===== config.mk =====
export PLATFORM = sky130hd
export DESIGN_NAME = vnvp_smooth
export DESIGN_NICKNAME = d
export VERILOG_FILES = /design/src/sv/value_noise_velocity_perturb_top_assert.svh /design/src/sv/vnvp_pkg.sv /design/src/sv/vnvp_smooth.sv
export SDC_FILE = /design/constraint.sdc
export NUM_CORES = 2
export LEC_CHECK = 0
export BUFFER_PORTS_ARGS = -buffer_cell sky130_fd_sc_hd__buf_2
export CAP_MARGIN = 15
export CORE_ASPECT_RATIO = 0.8
export CORE_MARGIN = 1
export CORE_UTILIZATION = 55
export DETAILED_ROUTE_END_ITERATION = 16
export PLACE_DENSITY_LB_ADDON = 0.05
export REMOVE_ABC_BUFFERS = 1
export SLEW_MARGIN = 40
export SYNTH_ARGS = -nofsm -noshare
export SYNTH_HDL_FRONTEND = slang
export SYNTH_SLANG_ARGS = --single-unit
export TNS_END_PERCENT = 20

===== constraint.sdc =====
create_clock -name clock -period 10.5 [get_ports clock]
set_clock_uncertainty 0.15 [all_clocks]
set_input_delay 1.575 -clock clock [delete_from_list [all_inputs] [get_ports clock]]
set_output_delay 1.575 -clock clock [all_outputs]
set_load 0.005 [all_outputs]

===== src/sv/value_noise_velocity_perturb_top_assert.svh =====
// Assertion macros used by the top level of the noise perturbation RTL.
`ifndef VALUE_NOISE_VELOCITY_PERTURB_TOP_ASSERT_SVH
`define VALUE_NOISE_VELOCITY_PERTURB_TOP_ASSERT_SVH
`ifndef SYNTHESIS
// Same-cycle implication, disabled during reset.
`define VNVP_ASSERT_IMP(lbl, clk, rst, ante, cons) \
   lbl: assert property (@(posedge clk) disable iff (rst) (ante) |-> (cons)) \
      else $error("vnvp assertion failed");
// Next-cycle implication, disabled during reset.
`define VNVP_ASSERT_NXT(lbl, clk, rst, ante, cons) \
   lbl: assert property (@(posedge clk) disable iff (rst) (ante) |=> (cons)) \
      else $error("vnvp assertion failed");
`else
`define VNVP_ASSERT_IMP(lbl, clk, rst, ante, cons)
`define VNVP_ASSERT_NXT(lbl, clk, rst, ante, cons)
`endif
`endif


===== src/sv/vnvp_pkg.sv =====
`timescale 1ns / 1ps
package vnvp_pkg;

   // Pipeline depth from request acceptance to the result register.
   localparam int NUM_STAGES = 11;

   // Configuration register indexes.
   localparam logic [1:0] CSR_ENABLE       = 2'd0;
   localparam logic [1:0] CSR_FREQUENCY    = 2'd1;
   localparam logic [1:0] CSR_SCROLL_SPEED = 2'd2;
   localparam logic [1:0] CSR_STRENGTH     = 2'd3;

   // Reset values of the configuration registers.
   localparam logic [23:0] RESET_Q8_16 = 24'd65536;

   // Fixed per-sample offsets, Q.16, on the scrolled axis.
   localparam logic [47:0] OFFSET_Y = 48'd897843;
   localparam logic [47:0] OFFSET_Z = 48'd478413;

   // Lattice hash constants.
   localparam logic [31:0] HASH_KX  = 32'd1031;
   localparam logic [31:0] HASH_KY  = 32'd2999;
   localparam logic [31:0] HASH_KZ  = 32'd4801;
   localparam logic [31:0] HASH_SQ  = 32'd15731;
   localparam logic [31:0] HASH_ADD = 32'd789221;
   localparam logic [31:0] HASH_FIN = 32'd1376312589;

   // Smoothstep constant 3.0 in Q.16.
   localparam logic [17:0] SMOOTH_THREE = 18'd196608;

endpackage


===== src/sv/vnvp_smooth.sv =====
`timescale 1ns / 1ps
module vnvp_smooth
   import vnvp_pkg::*;
(
   input  logic        clock,
   input  logic [1:0]  stage_en,
   input  logic [15:0] frac,
   output logic [15:0] weight
);

   logic [31:0] sq_ff;
   logic [17:0] tail_ff;
   logic [49:0] prod;
   logic [15:0] weight_ff;

   // First stage: f squared and 3 - 2f.
   always_ff @(posedge clock) begin
      if (stage_en[0]) begin
         sq_ff   <= frac * frac;
         tail_ff <= SMOOTH_THREE - {1'b0, frac, 1'b0};
      end
   end

   // Second stage: the full cubic, scaled back to Q0.16.
   assign prod = sq_ff * tail_ff;

   always_ff @(posedge clock) begin
      if (stage_en[1]) begin
         weight_ff <= prod[47:32];
      end
   end

   assign weight = weight_ff;

endmodule


==> impl_metrics.toml <==
[drt]
top_layer_used = "met4"
num_vias = 17509
avgViaCountPerCell = 5.24
routed-wl-met2_um = 29000
drc_errors = 0
routed_wl_um = 61900
wl_met1_um = 28200
drt_first_pass_iters = 7
wl_met3_um = 3840
wl_per_cell_um = 18.5
ant_nets = 0
dr.first_iter.drc_count = 987

[logic_synthesis]
synth-seq-cells = 63
synth_top_area_share_pct = 47.1
yosysTopAreaCell = "fa_1"
seq_area_frac_synth_pct = 7.38
synth-edff-count = 63
synthArstFlopShare_pct = 0
syn_inst = 2751
syn_area_per_cell_um2 = 9.32
synth_flop_cell = "edfxtp_1"
netlist_area_um2 = 25600
synth.distinct_cells = 51
ys_warn_count = 0
synth.area.top_cells = "fa_1, ha_1, inv_1"

[timing]
fmax_mhz = 125
setup_viol = 0
tns_ns = 0
fin_crit_ns = 8.03
rsz0062_at_grt = "no"
relSlewSlack_pct = 38.2
timing.final.crit_share_pct = 76.5
final-max-slew-violation-count = 0
tightestPinTransition_ns = 0.927
hold_violations = 0

[finish]
final_common_cell = "inv_1"
final_area_um2 = 26700
final_nets = 3592
utilization_pct = 58.2
syn_to_final_growth_pct = 4.21
drive_above_1_share_pct = 3.26
fillers = 4149
final_cell_mix = "inv_1, fa_1, nand2_1, and2_1, ha_1"
multi_input_area_um2 = 20600
final-seq-area_um2 = 1890
n_antenna_cell = 0

[placed_design]
postPlaceCellArea_um2 = 26400
io_buffer_count = 34
finalWeightedCongestion = 0.891
dp_hpwl_um = 48300

[worst_setup_path]
cp_slowest_stage_delay_ns = 0.55
critPathMaxFanout = 14
crit_top_cell = "fa_1"
cp_slowest_cell = "fa_1"
worst_path_dominant_cell_family = "adder cells"
required_ns = 10.47
cp_cell_sequence = "buf_2, inv_1, nor2_1, fa_1, inv_1, fa_1, inv_1, fa_1, inv_1, fa_1, fa_1, fa_1, inv_1, ha_1, a21o_1, a21o_1, a2111oi_4, o21ai_2, a2111oi_4, o22ai_1, or4_1, a31o_1, a21oi_2, xnor2_1"
crit_arrival_ns = 8.00
worstSetupPathType = "input pin to flip-flop"
worst-path-buf-inv = 6
critPathLaunchType = "input pin"
end_kind = "flip-flop"

[global_route]
grt_antenna_before_repair = 0
gr-total-overflow = 0
grt_pass1_wl_um = 105000
first_global_vias = 20030
track_usage_pct = 28.6
grt_max_degree = 46

[min_path]
hold_path_class = "flip-flop to flip-flop"

[clock_tree]
cts_sinks = 63
holdBufCountCts = 0
clk_latency_ns = 0.38
cts_buffer_depth = 2
cts-resized-gates = 0
tritoncts = "built"
numCtsBuffers = 9
post-cts-setup-buffers = 0
clockRootBuffer = "clkbuf_16"
cts_max_level = 3
clk_pin_slew_ns = 0.07

[die]
initial_core_util_pct = 55.9
die_x_um = 243
ioPinCount = 35
rows = 70
die_y_um = 195
die-area_um2 = 47500
coreArea_um2 = 45900

[job]
maxCapViolCount = 0

[status]
status = "complete, no violations"
[cells in the mapped netlist (4+ instances only)]
master / n
xor2_1: 17
ha_1: 245
nand3_1: 7
nor2_1: 58
nor2b_1: 6
o21bai_1: 9
fa_1: 603
edfxtp_1: 63
nand4_1: 8
xnor2_1: 52
or2_2: 5
a211oi_1: 10
nand2_1: 344
or4_1: 6
a21oi_1: 37
nor4_1: 4
inv_1: 750
clkinv_1: 6
clkbuf_1: 102
o211ai_1: 7
a21o_1: 21
and2_1: 295
o21a_1: 9
o21ai_0: 25
nor3_1: 19
nand2b_1: 6
[routing by layer]
metal | GRT usage, % | vias to the layer above
met5 | 0 | -
met3 | 4.69 | 56
met4 | 5.59 | 0
met1 | 40.1 | 9069
li1 | - | 7934
met2 | 47.1 | 450
[through the flow]
| step | hold WS [ns] | instances | setup WS (ns) |
|---|---|---|---|
| 5_1_grt | 1.12 | 3342 | 2.18 |
| 3_5_place_dp | 1.01 | 3324 | 2.14 |
| 6_report | 1.03 | 3342 | 2.47 |
| 4_1_cts | 1.04 | 3340 | 2.53 |
| 3_3_place_gp | 0.979 | 3324 | 2.20 |
| 2_1_floorplan | 0.922 | 2654 | 2.78 |
[final timing paths]
kind / from / endpoint / slack, ns / depth (start not counted)
max: frac[10] / sq_ff[28] / 2.47 / 24
min: sq_ff[31] / weight[15] / 1.03 / 5
max reg2reg: tail_ff[10] / weight[14] / 2.55 / 22
min reg2reg: sq_ff[31] / weight[15] / 1.03 / 5
[kinds of logic after synthesis]
family / count (synthesis) / share of synthesized area, %
buffers and inverters: 859 / 12.6
adders and majority gates: 848 / 59.0
and+or+nand+nor: 764 / 14.6
AOI/OAI and AO/OA: 145 / 3.97
xor gates and xnor gates: 69 / 2.36
DFF: 63 / 7.38
other: 2 / 0.0293
muxes: 1 / 0.0439
[final cells by class]
cell class              instances  share of cell area [%]
clock buffers                   9                   0.843
clock inverters                 7                   0.300
inverters                     756                    10.6
multi-input cells            1835                    76.9
flip-flops and latches         63                    7.08
well taps                     612                    2.86
repair buffers                 60                    1.40
[registers in the layout (all words and copies together), names as in the netlist]
name,count
tail_ff,16
weight,16
sq_ff,31
[worst min-delay path: cells and delay by family, from the launching register on]
| kind | cells | cell delay [ns] |
|---|---|---|
| xor gates and xnor gates | 3 | 0.38 |
| DFF | 1 | 0.37 |
| buffers and inverters | 1 | 0.22 |
| and+or+nand+nor | 1 | 0.10 |
Power is left out: the tool's default activity adds up to more than one toggle a clock period on the data nets, which glitch-free logic cannot reach.
