## config.mk

```make
export PLATFORM = sky130hd
export DESIGN_NAME = vnvp_apply
export DESIGN_NICKNAME = d
export VERILOG_FILES = /design/src/sv/value_noise_velocity_perturb_top_assert.svh /design/src/sv/vnvp_pkg.sv /design/src/sv/vnvp_apply.sv
export SDC_FILE = /design/constraint.sdc
export NUM_CORES = 2
export LEC_CHECK = 0
export ABC_AREA = 1
export CORE_MARGIN = 2
export CORE_UTILIZATION = 45
export DETAILED_ROUTE_END_ITERATION = 16
export DONT_BUFFER_PORTS = 1
export PLACE_DENSITY_LB_ADDON = 0.05
export SLEW_MARGIN = 10
export SYNTH_ARGS = -nofsm -noshare
export SYNTH_HDL_FRONTEND = slang
export SYNTH_SLANG_ARGS = --single-unit
```

## constraint.sdc

```tcl
create_clock -name clock -period 8.2 [get_ports clock]
set_input_delay 0.41 -clock clock [delete_from_list [all_inputs] [get_ports clock]]
set_output_delay 0.41 -clock clock [all_outputs]
set_load 0.01 [all_outputs]
```

## src/sv/value_noise_velocity_perturb_top_assert.svh

```systemverilog
// Assertion macros used by the top level of the noise perturbation RTL.
`ifndef VALUE_NOISE_VELOCITY_PERTURB_TOP_ASSERT_SVH
`define VALUE_NOISE_VELOCITY_PERTURB_TOP_ASSERT_SVH
`ifndef SYNTHESIS
// Same-cycle implication, disabled during reset.
`define VNVP_ASSERT_IMP(lbl, clk, rst, ante, cons) \
   lbl: assert property (@(posedge clk) disable iff (rst) (ante) |-> (cons)) \
      else $error("vnvp assertion failed");
// Next-cycle implication, disabled during reset.
`define VNVP_ASSERT_NXT(lbl, clk, rst, ante, cons) \
   lbl: assert property (@(posedge clk) disable iff (rst) (ante) |=> (cons)) \
      else $error("vnvp assertion failed");
`else
`define VNVP_ASSERT_IMP(lbl, clk, rst, ante, cons)
`define VNVP_ASSERT_NXT(lbl, clk, rst, ante, cons)
`endif
`endif

```

## src/sv/vnvp_pkg.sv

```systemverilog
`timescale 1ns / 1ps
package vnvp_pkg;

   // Pipeline depth from request acceptance to the result register.
   localparam int NUM_STAGES = 11;

   // Configuration register indexes.
   localparam logic [1:0] CSR_ENABLE       = 2'd0;
   localparam logic [1:0] CSR_FREQUENCY    = 2'd1;
   localparam logic [1:0] CSR_SCROLL_SPEED = 2'd2;
   localparam logic [1:0] CSR_STRENGTH     = 2'd3;

   // Reset values of the configuration registers.
   localparam logic [23:0] RESET_Q8_16 = 24'd65536;

   // Fixed per-sample offsets, Q.16, on the scrolled axis.
   localparam logic [47:0] OFFSET_Y = 48'd897843;
   localparam logic [47:0] OFFSET_Z = 48'd478413;

   // Lattice hash constants.
   localparam logic [31:0] HASH_KX  = 32'd1031;
   localparam logic [31:0] HASH_KY  = 32'd2999;
   localparam logic [31:0] HASH_KZ  = 32'd4801;
   localparam logic [31:0] HASH_SQ  = 32'd15731;
   localparam logic [31:0] HASH_ADD = 32'd789221;
   localparam logic [31:0] HASH_FIN = 32'd1376312589;

   // Smoothstep constant 3.0 in Q.16.
   localparam logic [17:0] SMOOTH_THREE = 18'd196608;

endpackage

```

## src/sv/vnvp_apply.sv

```systemverilog
`timescale 1ns / 1ps
module vnvp_apply
   import vnvp_pkg::*;
(
   input  logic               clock,
   input  logic [1:0]         stage_en,
   input  logic               enable,
   input  logic signed [15:0] noise,
   input  logic [39:0]        gain,
   input  logic signed [31:0] vel_prod,
   input  logic signed [31:0] vel_out,
   output logic signed [31:0] new_vel
);

   logic signed [56:0] prod_ff;
   logic signed [31:0] vel_ff;
   logic signed [32:0] sum;
   logic signed [31:0] sat;
   logic signed [31:0] new_vel_ff;

   // Noise times strength times time step.
   always_ff @(posedge clock) begin
      if (stage_en[0]) begin
         prod_ff <= noise * $signed({1'b0, gain});
         vel_ff  <= vel_prod;
      end
   end

   // Add to the velocity and clamp to the Q16.16 range.
   always_comb begin
      sum = 33'(vel_ff) + 33'($signed(prod_ff[56:31]));
      if (sum > 33'sd2147483647) begin
         sat = 32'sh7fffffff;
      end else if (sum < -33'sd2147483648) begin
         sat = 32'sh80000000;
      end else begin
         sat = sum[31:0];
      end
   end

   always_ff @(posedge clock) begin
      if (stage_en[1]) begin
         new_vel_ff <= enable ? sat : vel_out;
      end
   end

   assign new_vel = new_vel_ff;

endmodule

```

==> metrics.txt <==
Initial Util=45.40%; Tmin final=6.308 ns; Post-DP HPWL=63.53 mm; CP Capture Type=register; crit-path max FO=16; Most common cell on crit path=inv_1; CTS Hold Buffers Added=0; CTS tree=yes; Startpoint Class=input port; die width=250.3 um; core area=60130 um2; drt pass-1 iters=5; post-CTS resize count=0; Synth Instances=3690; Fmax achieved=158.5 MHz; Tot GR Track Use=25.84%; Final #Nets=4414; WL met1=34.45 mm; wire length per cell=17.89 um; layout cells sized above 1=1.122%; FP Rows=90; Via Count=21777; root cell of the clock tree=clkbuf_16; clk_lat worst skew=0.36 ns; boundary pin count=156; Pins Over Slew Limit=0; fin util=46.63%; hold_ws=0.1415 ns; Crit Path Class=in -> reg; antenna violations before repair=0; worst slew pin tran=1.118 ns; MaxCap Viol Count=0; Post-Syn Area per Cell=7.399 um2; status=completed; post-route antenna net violation count=0; Hold Crit Class=in -> reg; post-synthesis sequential area ratio=9.899%; vias in the first global route=23750; CP peak stage delay=0.62 ns; post-CTS repair timing setup buffer count=0; GRT overflow=0; Buf+Inv Stages, Crit Path=8; Routed met2 length=37.29 mm; Crit path max-delay family=adder cells; yosys warns=0; WP data required=8.31 ns; library cells used by synthesis=32; Fin. Hold Viols=0; die area=62660 um2; final WL=77.77 mm; H-tree depth=3; clock sinks=90; CP cell instances=inv_1 > buf_4 > nor2_1 > fa_1 > inv_1 > fa_1 > inv_1 > fa_1 > fa_1 > fa_1 > inv_1 > fa_1 > inv_1 > ha_1 > nand2_1 > nor2_1 > inv_1 > nor2_1 > inv_1 > nor2_1 > nand2_1 > o21bai_1 > nand3_1 > nand2_1; first-pass GRT wire length=127.1 mm; DR top layer=met4; Worst-path clk slew=0.08 ns; area growth from synthesis to layout=2.704%; DRC viols=0; clk buf depth=2; synthesized net count=4543; CTS buffer count=9; starting DRC count in detailed routing=1235; mapped cell area=27300 um2; Crit-path slowest cell=inv_1; fin crit share=76.93%; post-route setup TNS=0 ns; PortBufs=0; maximum number of pins on one net before global-route repair=59; die height=250.3 um; max_slew headroom=25.28%; RSZ-0062 raised after global routing=no; DR vias/cell=5.009; met3 WL post-DR=4.606 mm; # diodes=0; Final setup violation count=0; WP data arrival=6.42 ns; GP Congestion=0.9203; clk_skew=0.01549 ns; register bit total from synthesis=90
worst paths after layout:
| kind | startpoint | endpoint | slack (ns) | depth (start not counted) |
|---|---|---|---|---|
| worst max register to register | prod_ff[31] | new_vel[0] | 4.68 | 15 |
| worst min-delay path | vel_prod[10] | vel_ff[10] | 0.14 | 0 |
| worst max-delay path | noise[15] | prod_ff[55] | 1.89 | 24 |
| worst min register to register | vel_ff[0] | new_vel[0] | 0.81 | 5 |
layout make-up:
type	count	area, um2
clock buffers	9	225.2
inverters	1062	3986
fillers	6269	32090
multi-input cells	2394	20040
well taps	782	978.4
repair buffers	4	30.03
flip-flops and latches	90	2703
clock inverters	7	72.57
placed cells by master (no fill, tap or decap), drive strengths merged:
| master | count |
|---|---|
| a211oi | 1 |
| a21boi | 1 |
| a21o | 9 |
| a21oi | 102 |
| a31oi | 7 |
| and2 | 2 |
| buf | 4 |
| clkbuf | 9 |
| clkinv | 3 |
| clkinvlp | 1 |
| edfxtp | 90 |
| fa | 530 |
| ha | 199 |
| inv | 1065 |
| nand2 | 1156 |
| nand3 | 57 |
| nand3b | 2 |
| nand4 | 9 |
| nor2 | 173 |
| nor3 | 21 |
| nor4 | 5 |
| o21a | 1 |
| o21ai | 50 |
| o21bai | 21 |
| or2 | 14 |
| xnor2 | 1 |
| xor2 | 33 |
sequential cells by signal, indices dropped and copies added (netlist names):
register,flops
vel_ff,32
prod_ff,26
new_vel,32
routing by layer:
layer | vias up | GRT usage, %
li1 | 10242 | -
met1 | 10800 | 34.74
met2 | 632 | 44.64
met3 | 103 | 3.564
met4 | 0 | 5.287
met5 | - | 0
per-stage QoR:
step	worst slack (ns)	instances	area [um2]
2_1_floorplan	2.344	3690	27300
3_3_place_gp	1.498	4332	27740
3_5_place_dp	1.485	4332	27740
4_1_cts	1.871	4348	28040
5_1_grt	1.568	4348	28040
6_report	1.892	4348	28040
synthesized netlist by cell type, drive strengths merged:
cell,instances,area (um2)
nand3,57,285.3
clkbuf,135,508.0
inv,1062,3986
nor2,173,649.4
buf,9,60.05
ha,199,2490
xor2,33,289.0
a31oi,7,43.79
and2,2,12.51
a21o,9,67.56
o21a,1,7.510
nor3,21,110.1
nand2,1156,4347
edfxtp,90,2703
a21oi,102,510.5
o21ai,50,250.2
a211oi,1,7.510
nand3b,2,15.01
a21boi,1,7.510
o21bai,21,157.7
or2,14,87.58
fa,530,10610
nor4,5,31.28
nand4,9,56.30
xnor2,1,8.760
worst register-to-register path, cell delays in order (launching register included):
cell	delay, ns
edfxtp_1	0.50
ha_1	0.28
fa_1	0.41
nand3_1	0.10
nand2_1	0.11
nand2_1	0.08
nand2_1	0.10
nand2_1	0.09
nand2_2	0.08
nand2_1	0.10
nand2_1	0.05
nand2_1	0.11
nand4_1	0.86
nand2_1	0.34
nand2_1	0.09
nand2_1	0.07
logic make-up (layout without fill, tap and decap cells):
| kind of cell | after synthesis | in the layout | synth area share [%] |
|---|---|---|---|
| adders and majority gates | 729 | 729 | 47.98 |
| DFF | 90 | 90 | 9.899 |
| AOI/OAI and AO/OA | 192 | 192 | 3.854 |
| buffers and inverters | 1206 | 1082 | 16.68 |
| and+or+nand+nor | 1439 | 1439 | 20.49 |
| xor gates and xnor gates | 34 | 34 | 1.091 |
Power is not shown: default switching activity piles up to over one toggle a cycle in this logic, so the estimate is an artifact.
