$ cat src/sv/value_noise_velocity_perturb_top_assert.svh
// Assertion macros used by the top level of the noise perturbation RTL.
`ifndef VALUE_NOISE_VELOCITY_PERTURB_TOP_ASSERT_SVH
`define VALUE_NOISE_VELOCITY_PERTURB_TOP_ASSERT_SVH
`ifndef SYNTHESIS
// Same-cycle implication, disabled during reset.
`define VNVP_ASSERT_IMP(lbl, clk, rst, ante, cons) \
   lbl: assert property (@(posedge clk) disable iff (rst) (ante) |-> (cons)) \
      else $error("vnvp assertion failed");
// Next-cycle implication, disabled during reset.
`define VNVP_ASSERT_NXT(lbl, clk, rst, ante, cons) \
   lbl: assert property (@(posedge clk) disable iff (rst) (ante) |=> (cons)) \
      else $error("vnvp assertion failed");
`else
`define VNVP_ASSERT_IMP(lbl, clk, rst, ante, cons)
`define VNVP_ASSERT_NXT(lbl, clk, rst, ante, cons)
`endif
`endif

$ cat src/sv/vnvp_pkg.sv
`timescale 1ns / 1ps
package vnvp_pkg;

   // Pipeline depth from request acceptance to the result register.
   localparam int NUM_STAGES = 11;

   // Configuration register indexes.
   localparam logic [1:0] CSR_ENABLE       = 2'd0;
   localparam logic [1:0] CSR_FREQUENCY    = 2'd1;
   localparam logic [1:0] CSR_SCROLL_SPEED = 2'd2;
   localparam logic [1:0] CSR_STRENGTH     = 2'd3;

   // Reset values of the configuration registers.
   localparam logic [23:0] RESET_Q8_16 = 24'd65536;

   // Fixed per-sample offsets, Q.16, on the scrolled axis.
   localparam logic [47:0] OFFSET_Y = 48'd897843;
   localparam logic [47:0] OFFSET_Z = 48'd478413;

   // Lattice hash constants.
   localparam logic [31:0] HASH_KX  = 32'd1031;
   localparam logic [31:0] HASH_KY  = 32'd2999;
   localparam logic [31:0] HASH_KZ  = 32'd4801;
   localparam logic [31:0] HASH_SQ  = 32'd15731;
   localparam logic [31:0] HASH_ADD = 32'd789221;
   localparam logic [31:0] HASH_FIN = 32'd1376312589;

   // Smoothstep constant 3.0 in Q.16.
   localparam logic [17:0] SMOOTH_THREE = 18'd196608;

endpackage

$ cat src/sv/vnvp_hash.sv
`timescale 1ns / 1ps
module vnvp_hash
   import vnvp_pkg::*;
(
   input  logic               clock,
   input  logic [3:0]         stage_en,
   input  logic [31:0]        x,
   input  logic [31:0]        y,
   input  logic [31:0]        z,
   output logic signed [15:0] value
);

   logic [31:0]        lin;
   logic [31:0]        h1_in;
   logic [31:0]        h1_ff;
   logic [31:0]        h1_d_ff;
   logic [31:0]        h1_dd_ff;
   logic [31:0]        sq_ff;
   logic [31:0]        poly_ff;
   logic [31:0]        fin;
   logic signed [15:0] value_ff;

   // Linear mix of the lattice point, then an arithmetic xor-shift.
   always_comb begin
      lin   = x * HASH_KX + y * HASH_KY + z * HASH_KZ;
      h1_in = lin ^ 32'($signed(lin) >>> 13);
   end

   always_ff @(posedge clock) begin
      if (stage_en[0]) begin
         h1_ff <= h1_in;
      end
   end

   // Square of the mixed value.
   always_ff @(posedge clock) begin
      if (stage_en[1]) begin
         sq_ff   <= h1_ff * h1_ff;
         h1_d_ff <= h1_ff;
      end
   end

   // Polynomial term.
   always_ff @(posedge clock) begin
      if (stage_en[2]) begin
         poly_ff  <= sq_ff * HASH_SQ + HASH_ADD;
         h1_dd_ff <= h1_d_ff;
      end
   end

   // Final product; bits 30..15 offset by one half give a Q0.15 value.
   assign fin = h1_dd_ff * poly_ff + HASH_FIN;

   always_ff @(posedge clock) begin
      if (stage_en[3]) begin
         value_ff <= {~fin[30], fin[29:15]};
      end
   end

   assign value = value_ff;

endmodule

$ cat config.mk
export PLATFORM = sky130hd
export DESIGN_NAME = vnvp_hash
export DESIGN_NICKNAME = d
export VERILOG_FILES = /design/src/sv/value_noise_velocity_perturb_top_assert.svh /design/src/sv/vnvp_pkg.sv /design/src/sv/vnvp_hash.sv
export SDC_FILE = /design/constraint.sdc
export NUM_CORES = 2
export LEC_CHECK = 0
export BUFFER_PORTS_ARGS = -buffer_cell sky130_fd_sc_hd__buf_2
export CAP_MARGIN = 20
export CORE_ASPECT_RATIO = 0.7
export CORE_MARGIN = 4
export CORE_UTILIZATION = 50
export CTS_CLUSTER_DIAMETER = 80
export DETAILED_ROUTE_END_ITERATION = 16
export PLACE_DENSITY = 0.7
export SETUP_SLACK_MARGIN = 0.05
export SLEW_MARGIN = 40
export SYNTH_ARGS = -nofsm -noshare
export SYNTH_HDL_FRONTEND = slang
export SYNTH_SLANG_ARGS = --single-unit
export TNS_END_PERCENT = 100
$ cat constraint.sdc
create_clock -name clock -period 21.9 [get_ports clock]
set_input_delay 2.19 -clock clock [delete_from_list [all_inputs] [get_ports clock]]
set_output_delay 2.19 -clock clock [all_outputs]
set_load 0.05 [all_outputs]
==> impl_results.md <==
* Number of hold buffers added after CTS at 0
* Slew @ Worst Pin at 0.854 ns
* # DRC at 0
* GR Util met1 at 0.378
* Largest delay share family, worst path: adder cells
* Pin count of the biggest net entering global routing at 62
* DP Wirelength at 110000 um
* Critical setup path kind: input pin to flip-flop
* Outcome: complete, no violations
* Num ports at 117
* Syn Inst Count at 5195
* CP required at 22.12 ns
* Fin crit share at 0.423
* Gr busiest metal: met1
* Reg clk slew, reported paths at 0.07 ns
* Initial antenna violation count at 3
* Fill cells at 9415
* Die area at 112000 um^2
* Post-synthesis cell area at 53400 um^2
* Grt total ovfl at 0
* Clock Sinks at 168
* Rows at 100
* Clk buf depth at 2
* Worst hold path type: flip-flop to flip-flop
* Fin. max-slew vios at 0
* CTS tree: done
* Main synth FF type: edfxtp_1
* First-pass GRT wire length at 210000 um
* Yosys reg bits at 168
* Die Ht at 281 um
* Yosys cell types at 60
* Reg2Reg Depth at 23
* Worst path slowest cell: fa_1
* Hold path startpoint: h1_d_ff[10]$_DFFE_PP_
* Most used cell, CP: fa_1
* Setup Total Neg Slack at 0 ns
* Syn Area/Cell at 10.3 um^2
* CTS buffer count at 17
* Sequential area share after synthesis at 0.0945
* Final setup fails at 0
* H-tree depth at 4
* Chip width at 399 um
* Ys async rst share at 0
* Global placement routability congestion at 0.950
* WP buf/inv at 7
* CTS resizes at 0
* Drt initial violations at 2202
* CP Capture Type: flip-flop
* Critical path depth in cells at 25
* Drt pass-1 iters at 5
* Vias in the first global route at 37400
* Vias at 33800
* Antenna Nets Post-Route at 0
* Relative slew margins at 0.430
* Starting Density at 0.503
* R2R Path Start: poly_ff[5]$_DFFE_PP_
* Hold path depth at 0
* Unrepaired setup endpoints after global routing: no
* Synthesis Warnings at 0
* Layout area overhead at 5.56%
* Critical Path Start Type: input pin
* Crit-path max cell delay at 0.55 ns
* Arrival @ worst endpoint at 9.49 ns
* M2 GR Usage at 0.349
* Finished Cell Area at 56400 um^2
* Core box area at 106000 um^2
* Share of cells above drive strength 1 at 0.0394
* Crit path max fanout at 5
* Wirelength per Cell at 18.9 um
* Fmax at 108 MHz
* # Post-CTS Setup Buffers at 0
* Final hold violations at 0
* Met3 Use GR at 0.0604
* Worst-skew pair later-pin latency at 0.50 ns
* Final Skew at 0.0125 ns
* DP Area at 55700 um^2
* Max-cap viol count at 0
* Drt total wl at 127000 um
* Minimum clock period at 9.27 ns
* Port-buffer cells at 116
* EDFF count, synth at 168
* GRT Total Usage at 0.242
* Final nets at 7301
* Clock root cell: clkbuf_16
* CP startpoint: y[6]
* Avg Vias per Cell at 5.03
path summary, 6_finish.rpt:
check                           end  slack [ns]
max             h1_ff[30]$_DFFE_PP_       12.63
min          h1_dd_ff[10]$_DFFE_PP_        0.42
min reg2reg  h1_dd_ff[10]$_DFFE_PP_        0.42
max reg2reg     value[15]$_DFFE_PP_       13.91
cell usage in the layout (no fill, tap or decap), types with 38 or more instances in the layout:
master,Yosys,layout
nor2_1,55,55
edfxtp_1,168,168
inv_1,1611,1611
xor2_1,81,81
and2_1,378,378
a21o_1,40,40
o21ai_0,38,38
buf_2,1,116
fa_1,1235,1235
a21oi_1,62,62
nand2_1,330,330
ha_1,701,701
xnor2_1,203,201
worst register-to-register path, delay by kind of cell (launching register included):
kind            cells  cell delay, ns
buf+inv             5            0.47
compound gates      6            1.97
flops               1            0.70
simple gates        2            0.28
xor+xnor            1            0.10
fa+ha+maj           9            4.23
cells by family (layout without fill, tap and decap cells):
kind of cell	after synthesis	after routing	share of synthesized area
XOR/XNOR	284	284	0.0466
adder cells (fa/ha/maj)	1936	1936	0.627
flip-flops	168	168	0.0945
multiplexers	2	2	0.000375
buffers and inverters	1723	1803	0.121
other	2	7	0.000141
AO/OA/AOI/OAI	226	226	0.0287
AND/OR/NAND/NOR	854	854	0.0814
flip-flops by register name (all words and copies together), names as in the netlist:
| signal | count |
|---|---|
| h1_dd_ff | 31 |
| h1_ff | 31 |
| h1_d_ff | 30 |
| poly_ff | 30 |
| sq_ff | 30 |
| value | 16 |
metrics by stage:
stage,utilization,instances,hold WS [ns],worst slack (ns)
floorplan,-,5197,0.400,13.03
global placement,0.524,6662,0.401,12.45
detailed placement,0.525,6671,0.405,12.25
CTS,0.531,6703,0.422,12.75
global route,0.531,6706,0.429,12.26
finish,0.531,6708,0.420,12.63
Yosys cell counts, drive strengths merged, types with 5 or more instances:
| cell type | number | area (um^2) |
|---|---|---|
| o21ai | 39 | 195 |
| a21oi | 63 | 319 |
| nand2 | 330 | 1240 |
| and3 | 11 | 68.8 |
| a31oi | 5 | 31.3 |
| or3 | 8 | 50.1 |
| xnor2 | 203 | 1780 |
| o21bai | 11 | 82.6 |
| fa | 1235 | 24700 |
| a2111oi | 5 | 50.0 |
| xor2 | 81 | 709 |
| a21o | 40 | 300 |
| nand3 | 17 | 85.1 |
| nor2b | 15 | 101 |
| edfxtp | 168 | 5040 |
| clkbuf | 110 | 413 |
| o21a | 16 | 120 |
| inv | 1611 | 6050 |
| nand2b | 7 | 43.8 |
| ha | 701 | 8770 |
| and2 | 378 | 2360 |
| a211oi | 6 | 45.0 |
| nor3 | 19 | 95.1 |
| nor2 | 55 | 206 |
metal layers:
layer | part of all wire | wire [um] | vias up
li1 | - | - | 15300
met1 | 0.49 | 62000 | 17400
met2 | 0.41 | 52500 | 1004
met3 | 0.086 | 10900 | 86
met4 | 0.010 | 1300 | 2
met5 | 0.000095 | 12 | -
layout make-up:
type	count	area (um^2)	share of cell area
Inverter	1611	6050	0.107
Multi-Input combinational cell	3306	41900	0.744
Clock inverter	15	176	0.00313
Clock buffer	17	425	0.00754
Timing Repair Buffer	160	963	0.0171
Tap cell	1428	1790	0.0317
Sequential cell	168	5040	0.0895
Antenna cell	3	7.51	0.000133
Power is not shown: default switching activity piles up to over one toggle a cycle in this logic, so the estimate is an artifact.
