<file path="config.mk">
export PLATFORM = sky130hd
export DESIGN_NAME = vnvp_lerp
export DESIGN_NICKNAME = d
export VERILOG_FILES = /design/src/sv/value_noise_velocity_perturb_top_assert.svh /design/src/sv/vnvp_pkg.sv /design/src/sv/vnvp_lerp.sv
export SDC_FILE = /design/constraint.sdc
export NUM_CORES = 1
export LEC_CHECK = 0
export BUFFER_PORTS_ARGS = -buffer_cell sky130_fd_sc_hd__buf_2
export CORE_UTILIZATION = 44
export CTS_CLUSTER_DIAMETER = 50
export DETAILED_ROUTE_END_ITERATION = 7
export SLEW_MARGIN = 0
export SYNTH_ARGS = -nofsm -noshare
export SYNTH_HDL_FRONTEND = slang
export SYNTH_SLANG_ARGS = --single-unit
</file>
<file path="constraint.sdc">
create_clock -name clock -period 30.7 [get_ports clock]
set_input_delay 4.605 -clock clock [delete_from_list [all_inputs] [get_ports clock]]
set_output_delay 4.605 -clock clock [all_outputs]
set_load 0.02 [all_outputs]
</file>
<file path="src/sv/value_noise_velocity_perturb_top_assert.svh">
// Assertion macros used by the top level of the noise perturbation RTL.
`ifndef VALUE_NOISE_VELOCITY_PERTURB_TOP_ASSERT_SVH
`define VALUE_NOISE_VELOCITY_PERTURB_TOP_ASSERT_SVH
`ifndef SYNTHESIS
// Same-cycle implication, disabled during reset.
`define VNVP_ASSERT_IMP(lbl, clk, rst, ante, cons) \
   lbl: assert property (@(posedge clk) disable iff (rst) (ante) |-> (cons)) \
      else $error("vnvp assertion failed");
// Next-cycle implication, disabled during reset.
`define VNVP_ASSERT_NXT(lbl, clk, rst, ante, cons) \
   lbl: assert property (@(posedge clk) disable iff (rst) (ante) |=> (cons)) \
      else $error("vnvp assertion failed");
`else
`define VNVP_ASSERT_IMP(lbl, clk, rst, ante, cons)
`define VNVP_ASSERT_NXT(lbl, clk, rst, ante, cons)
`endif
`endif

</file>
<file path="src/sv/vnvp_pkg.sv">
`timescale 1ns / 1ps
package vnvp_pkg;

   // Pipeline depth from request acceptance to the result register.
   localparam int NUM_STAGES = 11;

   // Configuration register indexes.
   localparam logic [1:0] CSR_ENABLE       = 2'd0;
   localparam logic [1:0] CSR_FREQUENCY    = 2'd1;
   localparam logic [1:0] CSR_SCROLL_SPEED = 2'd2;
   localparam logic [1:0] CSR_STRENGTH     = 2'd3;

   // Reset values of the configuration registers.
   localparam logic [23:0] RESET_Q8_16 = 24'd65536;

   // Fixed per-sample offsets, Q.16, on the scrolled axis.
   localparam logic [47:0] OFFSET_Y = 48'd897843;
   localparam logic [47:0] OFFSET_Z = 48'd478413;

   // Lattice hash constants.
   localparam logic [31:0] HASH_KX  = 32'd1031;
   localparam logic [31:0] HASH_KY  = 32'd2999;
   localparam logic [31:0] HASH_KZ  = 32'd4801;
   localparam logic [31:0] HASH_SQ  = 32'd15731;
   localparam logic [31:0] HASH_ADD = 32'd789221;
   localparam logic [31:0] HASH_FIN = 32'd1376312589;

   // Smoothstep constant 3.0 in Q.16.
   localparam logic [17:0] SMOOTH_THREE = 18'd196608;

endpackage

</file>
<file path="src/sv/vnvp_lerp.sv">
`timescale 1ns / 1ps
module vnvp_lerp
   import vnvp_pkg::*;
(
   input  logic               clock,
   input  logic               stage_en,
   input  logic signed [15:0] a,
   input  logic signed [15:0] b,
   input  logic [15:0]        weight,
   output logic signed [15:0] result
);

   logic signed [16:0] diff;
   logic signed [33:0] prod;
   logic signed [17:0] step;
   logic signed [17:0] sum;
   logic signed [15:0] result_ff;

   // a + floor((b - a) * u / 2^16); the result stays between a and b.
   always_comb begin
      diff = 17'(b) - 17'(a);
      prod = diff * $signed({1'b0, weight});
      step = prod[33:16];
      sum  = 18'(a) + step;
   end

   always_ff @(posedge clock) begin
      if (stage_en) begin
         result_ff <= sum[15:0];
      end
   end

   assign result = result_ff;

endmodule

</file>
==> results of run 1 <==
==> cell usage in the layout (no fill, tap or decap), types with 7 or more instances in the layout <==
master / instances
a21o_1: 9
a21oi_1: 26
and2_1: 92
and3_1: 12
buf_2: 65
buf_4: 15
edfxtp_1: 16
fa_1: 267
ha_1: 114
inv_1: 369
nand2_1: 132
nand2b_1: 20
nand3_1: 47
nor2_1: 38
nor2b_1: 22
nor3_1: 12
o211ai_1: 24
o21ai_0: 17
or3_1: 7
xnor2_1: 32
xnor2_2: 8
xor2_1: 12
==> cell type report <==
class                   count  share of cell area, %
multi-input cells         970                   78.2
inverters                 374                   10.6
flip-flops and latches     16                   3.64
well taps                 378                   3.58
repair buffers             80                   3.32
clock buffers               3                  0.569
diodes                      1                 0.0190
==> stage by stage <==
| stage | setup slack, ps | cells |
|---|---|---|
| after detailed placement | 16180 | 1818 |
| after global placement | 16270 | 1818 |
| after global routing | 15920 | 1822 |
| final | 16380 | 1822 |
| after CTS | 16400 | 1821 |
| after floorplan | 17270 | 1427 |
==> kinds of logic (layout without fill, tap and decap cells) <==
group / Yosys count / in the layout / synth area share, %
buffers and inverters: 441 / 457 / 13.4
and+or+nand+nor: 396 / 396 / 16.0
adders and majority gates: 381 / 381 / 54.5
AOI/OAI and AO/OA: 140 / 140 / 8.23
xor gates and xnor gates: 53 / 53 / 3.91
DFF: 16 / 16 / 3.87
other: 0 / 1 / 0
==> critical path: cells and delay by family <==
family                   cells  cell delay [ps]
AO/OA/AOI/OAI               13             2310
AND/OR/NAND/NOR              7             2330
XOR/XNOR                     3              720
buffers and inverters        7              620
adder cells (fa/ha/maj)      9             3680
==> path summary, 6_finish.rpt <==
check | startpoint | endpoint | slack (ps) | depth (start not counted)
setup / recovery | a[1] | result[15] | 16380 | 39
hold / removal | a[0] | result[0] | 4670 | 2
==> cell usage after synthesis (all sizes together), types with 13 or more instances <==
cell type  number
a21oi          30
and2           93
clkbuf         59
edfxtp         16
fa            267
ha            114
inv           374
nand2         132
nand2b         20
nand3          47
nor2           38
nor2b          22
nor3           13
o211ai         25
o21ai          23
xnor2          40
==> per-layer routing <==
layer	part of all wire (%)	routed length, µm	GRT usage, %	vias to the layer above
met3	3.8	1130	1.67	20
met4	1.0	304	2.51	0
li1	-	-	-	4348
met2	51	14900	38.6	173
met1	44	13100	29.7	4740
met5	0	0	0	-
==> impl_metrics.env, run 1 <==
export IMPL_status="finished clean"
export IMPL_clk_pin_slew_ps=50
export IMPL_cp_common_cell="fa_1"
export IMPL_multi_input_area_um2=10300
export IMPL_netlist_instances=1427
export IMPL_cts_tree="done"
export IMPL_synth_nets=1858
export IMPL_hold_class="input pin to flop"
export IMPL_cts_setup_buffers=0
export IMPL_fp_dieH_um=170
export IMPL_synth_top_cell_area_share_pct=43.0
export IMPL_crit_slowest_cell="nor2_1"
export IMPL_design_area_um2=13200
export IMPL_netlist_area_um2=12400
export IMPL_slew_headroom_pct=27.2
export IMPL_syn_area_per_cell_um2=8.70
export IMPL_dpl_instance_area_um2=13100
export IMPL_core_area_um2=27800
export IMPL_syn_to_final_growth_pct=6.29
export IMPL_synth_largest_area_cell="fa_1"
export IMPL_ctsHoldBuffers=0
export IMPL_drt_first_pass_iters=5
export IMPL_drive_gt1_share_pct=8.04
export IMPL_hold_violations=0
export IMPL_grt_total_usage_pct=21.7
export IMPL_endpoint_kind="flop"
export IMPL_rsz0062_at_grt="no"
export IMPL_fillers=2811
export IMPL_cts_resized=0
export IMPL_synth_edff_count=16
export IMPL_routed_via_count=9281
export IMPL_ys_flop_type="edfxtp_1"
export IMPL_clk_path_buf_depth=2
export IMPL_largest_reg_flops=16
export IMPL_wl_per_cell_um=16.1
export IMPL_grt_pass1_wl_mm=49.1
export IMPL_crit_arrival_ps=14310
export IMPL_setup_viol=0
export IMPL_critical_path_max_fanout=18
export IMPL_tightest_slew_ps=1090
export IMPL_crit_type="input pin to flop"
export IMPL_io_pins=66
export IMPL_dieArea_um2=28900
export IMPL_post_route_min_period_ps=14320
export IMPL_gp_congestion=0.835
export IMPL_viasPerCell=5.09
export IMPL_grt_max_degree=32
export IMPL_numCtsBuffers=3
export IMPL_dp_hpwl_mm=24.2
export IMPL_async_reset_ff_share_pct=0
export IMPL_ys_types=62
export IMPL_ys_seq_area_share_pct=3.87
export IMPL_start_util_pct=44.7
export IMPL_overflow=0
export IMPL_final_seq_area_um2=480
export IMPL_fp_dieW_um=170
export IMPL_routed_wl_mm=29.4
export IMPL_num_rows=61
export IMPL_ant_nets=0
export IMPL_critPathLaunchType="input pin"
export IMPL_cts_sinks=16
export IMPL_synth_area_leaders="fa_1 (43%), ha_1 (11%), inv_1 (11%)"
export IMPL_drc=0
export IMPL_fmax_mhz=69.8
export IMPL_num_nets_final=1876
export IMPL_slowest_delay_ps=850
export IMPL_tns_ps=0
export IMPL_post_route_period_util_pct=46.6
export IMPL_critical_path_required_ps=30700
export IMPL_synth_seq_cells=16
export IMPL_hold_ws_ps=4670
export IMPL_htree_num_levels=1
export IMPL_drv_cap=0
export IMPL_synth_warnings=0
export IMPL_io_buffers=65
export IMPL_fin_util_pct=47.5
export IMPL_clock_root_buffer="clkbuf_16"
export IMPL_first_iter_violations=568
export IMPL_grt_pass1_vias=9627
export IMPL_antenna_found_initial=2
export IMPL_drv_slew=0
Power of run 1 is not shown: default switching activity piles up to over one toggle a cycle in this logic, so the estimate is an artifact.
==> inputs of run 2 (changes only) <==
==> constraint.sdc (replaced) <==
create_clock -name clock -period 14.2 [get_ports clock]
set_input_delay 2.13 -clock clock [delete_from_list [all_inputs] [get_ports clock]]
set_output_delay 2.13 -clock clock [all_outputs]
set_load 0.02 [all_outputs]
==> impl_metrics.env, run 2 (same netlist as run 1, synthesis figures left out) <==
export IMPL_drive_gt1_share_pct=8.04
export IMPL_wl_per_cell_um=16.1
export IMPL_post_route_period_util_pct=83.2
export IMPL_mostFrequentLayoutCell="inv_1"
export IMPL_overflow=0
export IMPL_cp_common_cell="fa_1"
export IMPL_grt_pass1_wl_mm=49.3
export IMPL_antenna_found_initial=1
export IMPL_cts_setup_buffers=0
export IMPL_drt_first_pass_iters=5
export IMPL_slew_headroom_pct=28.9
export IMPL_syn_to_final_growth_pct=6.29
export IMPL_tns_ps=0
export IMPL_crit_arrival_ps=11810
export IMPL_tightest_slew_ps=1070
export IMPL_dieArea_um2=28900
export IMPL_gp_congestion=0.824
export IMPL_htree_num_levels=1
export IMPL_crit_type="input pin to flop"
export IMPL_dp_hpwl_mm=24.4
export IMPL_cts_resized=0
export IMPL_ctsHoldBuffers=0
export IMPL_numCtsBuffers=3
export IMPL_start_util_pct=44.7
export IMPL_hold_end="result[0]"
export IMPL_cts_tree="done"
export IMPL_io_buffers=65
export IMPL_clock_root_buffer="clkbuf_16"
export IMPL_m1WireLength_mm=13.0
export IMPL_grt_max_degree=32
export IMPL_routed_top_layer="met4"
export IMPL_cts_sinks=16
export IMPL_cp_top_family="adder cells"
export IMPL_hold_path_startpoint="a[0]"
export IMPL_drv_slew=0
export IMPL_fp_dieH_um=170
export IMPL_post_route_min_period_ps=11810
export IMPL_routed_wl_mm=29.4
export IMPL_core_area_um2=27800
export IMPL_viasPerCell=5.10
export IMPL_critical_path_max_fanout=18
export IMPL_fp_dieW_um=170
export IMPL_drv_cap=0
export IMPL_largest_reg_flops=16
export IMPL_hold_depth=2
export IMPL_setup_viol=0
export IMPL_fmax_mhz=84.6
export IMPL_status="finished clean"
export IMPL_grt_pass1_vias=9625
export IMPL_critPathLaunchType="input pin"
export IMPL_final_cell_mix="inv_1 (369), fa_1 (267), nand2_1 (132), ha_1 (114), and2_1 (92)"
export IMPL_ant_nets=0
export IMPL_hold_violations=0
export IMPL_dr_wl_met2_mm=14.8
export IMPL_io_pins=66
export IMPL_clk_path_buf_depth=2
export IMPL_drc=0
export IMPL_slowest_delay_ps=820
export IMPL_num_rows=61
export IMPL_num_nets_final=1876
export IMPL_rsz0062_at_grt="no"
export IMPL_clk_pin_slew_ps=50
export IMPL_routed_via_count=9301
export IMPL_endpoint_kind="flop"
export IMPL_first_iter_violations=569
export IMPL_grt_total_usage_pct=21.8
export IMPL_dr_wl_met3_um=988
export IMPL_crit_slowest_cell="nor2_1"
export IMPL_critical_path_buf_inv_count=7
export IMPL_critical_path_required_ps=14200
export IMPL_hold_class="input pin to flop"
## run 2: cell counts in the layout (fill, tap and decap cells not counted)
No cell type changed its count.
## run 2: per-layer routing
metal,GRT usage [%],vias to the layer above
met5,0,-
met4,4.23,0
met3,1.98,38
met2,37.9,188
met1,29.8,4737
li1,-,4338
## run 2: layout make-up
type | instances | area (µm²)
well taps | 378 | 473
inverters | 374 | 1400
diodes | 1 | 2.50
clock buffers | 3 | 75.1
multi-input cells | 970 | 10300
flip-flops and latches | 16 | 480
fillers | 2787 | 14600
repair buffers | 80 | 438
## run 2: worst max path at each step
stage,start,endpoint,cells past startpoint
5_1_grt,a[1],result[15],39
4_1_cts,a[1],result[15],39
6_report,a[1],result[15],39
2_1_floorplan,b[0],result[15],41
3_5_place_dp,a[1],result[15],39
3_3_place_gp,a[0],result[15],41
## run 2: stage by stage
| stage | util (%) | instances | setup slack, ps | area, µm² | hold slack [ps] |
|---|---|---|---|---|---|
| floorplan | - | 1427 | 3250 | 12400 | 2240 |
| global placement | 47.2 | 1818 | 2250 | 13100 | 2450 |
| detailed placement | 47.2 | 1818 | 2140 | 13100 | 2470 |
| CTS | 47.5 | 1821 | 2380 | 13200 | 2210 |
| global route | 47.5 | 1822 | 1790 | 13200 | 2220 |
| finish | 47.5 | 1822 | 2390 | 13200 | 2210 |
Power of run 2 is left out for the same reason.
==> inputs of run 3 (changes only) <==
==> constraint.sdc (replaced) <==
create_clock -name clock -period 11.8 [get_ports clock]
set_input_delay 1.77 -clock clock [delete_from_list [all_inputs] [get_ports clock]]
set_output_delay 1.77 -clock clock [all_outputs]
set_load 0.02 [all_outputs]
==> impl_metrics.env, run 3 (same netlist as run 1, synthesis figures left out) <==
export IMPL_status="finished clean"
export IMPL_dp_hpwl_mm=25.0
export IMPL_critical_path_buf_inv_count=3
export IMPL_cts_setup_buffers=0
export IMPL_core_area_um2=27800
export IMPL_antenna_found_initial=0
export IMPL_viasPerCell=5.03
export IMPL_grt_total_usage_pct=21.9
export IMPL_drt_first_pass_iters=5
export IMPL_grt_pass1_vias=9582
export IMPL_io_buffers=65
export IMPL_syn_to_final_growth_pct=6.81
export IMPL_drv_cap=0
export IMPL_critical_path_max_fanout=4
export IMPL_fmax_mhz=89.7
export IMPL_largest_reg_flops=16
export IMPL_cp_common_cell="fa_1"
export IMPL_hold_class="input pin to flop"
export IMPL_ctsHoldBuffers=0
export IMPL_clock_root_buffer="clkbuf_16"
export IMPL_tightest_slew_ps=854
export IMPL_cts_resized=0
export IMPL_post_route_period_util_pct=94.5
export IMPL_drc=0
export IMPL_wl_per_cell_um=16.2
export IMPL_final_cell_mix="inv_1 (369), fa_1 (267), nand2_1 (132), ha_1 (114), and2_1 (92)"
export IMPL_dieArea_um2=28900
export IMPL_cts_sinks=16
export IMPL_setup_viol=0
export IMPL_fp_dieH_um=170
export IMPL_ant_nets=0
export IMPL_mostFrequentLayoutCell="inv_1"
export IMPL_cp_top_family="adder cells"
export IMPL_rsz0062_at_grt="no"
export IMPL_slew_headroom_pct=43.0
export IMPL_critical_path_required_ps=11790
export IMPL_routed_via_count=9229
export IMPL_fp_dieW_um=170
export IMPL_cts_tree="done"
export IMPL_hold_violations=0
export IMPL_gp_congestion=0.856
export IMPL_num_nets_final=1890
export IMPL_start_util_pct=44.7
export IMPL_clk_path_buf_depth=2
export IMPL_post_route_min_period_ps=11150
export IMPL_crit_arrival_ps=11150
export IMPL_tns_ps=0
export IMPL_endpoint_kind="flop"
export IMPL_grt_pass1_wl_mm=49.2
export IMPL_clk_pin_slew_ps=50
export IMPL_numCtsBuffers=3
export IMPL_crit_type="input pin to flop"
export IMPL_grt_max_degree=24
export IMPL_slowest_delay_ps=640
export IMPL_antenna_cells=0
export IMPL_num_rows=61
export IMPL_drive_gt1_share_pct=8.50
export IMPL_routed_wl_mm=29.7
export IMPL_crit_slowest_cell="fa_1"
export IMPL_drv_slew=0
export IMPL_io_pins=66
export IMPL_htree_num_levels=1
export IMPL_critPathLaunchType="input pin"
export IMPL_first_iter_violations=483
export IMPL_overflow=0
## run 3: cell count changes in the layout (fill, tap and decap cells not counted), sizes merged
cell and change:
buf +14, clkinv +1, diode -1
## run 3: path summary, 6_finish.rpt
check | from | to | slack, ps | cells past startpoint
hold / removal | a[0] | result[0] | 1850 | 2
setup / recovery | a[0] | result[15] | 650 | 35
## run 3: final cells by class
cell class / count / area [µm²]
Fill cell: 2784 / 14500
Clock inverter: 1 / 3.75
Timing Repair Buffer: 94 / 543
Clock buffer: 3 / 75.1
Tap cell: 378 / 473
Multi-Input combinational cell: 970 / 10300
Sequential cell: 16 / 480
Inverter: 374 / 1400
## run 3: metrics by stage
stage               hold slack (ps)  setup WS [ps]  area (µm²)  instances  utilization, %
floorplan                      1880           1210       12400       1427               -
global placement               2090            445       13200       1832            47.5
detailed placement             2100            355       13200       1832            47.5
CTS                            1840            573       13300       1836            47.7
finish                         1850            646       13300       1836            47.7
global route                   1850           23.6       13300       1836            47.7
## run 3: metal layers
| layer | up-vias | global-route usage (%) | wire length (µm) |
|---|---|---|---|
| li1 | 4368 | - | - |
| met1 | 4660 | 30.3 | 13500 |
| met2 | 158 | 37.9 | 14800 |
| met3 | 43 | 1.72 | 870 |
| met4 | 0 | 4.31 | 602 |
| met5 | - | 0 | 0 |
Power of run 3 is left out for the same reason.
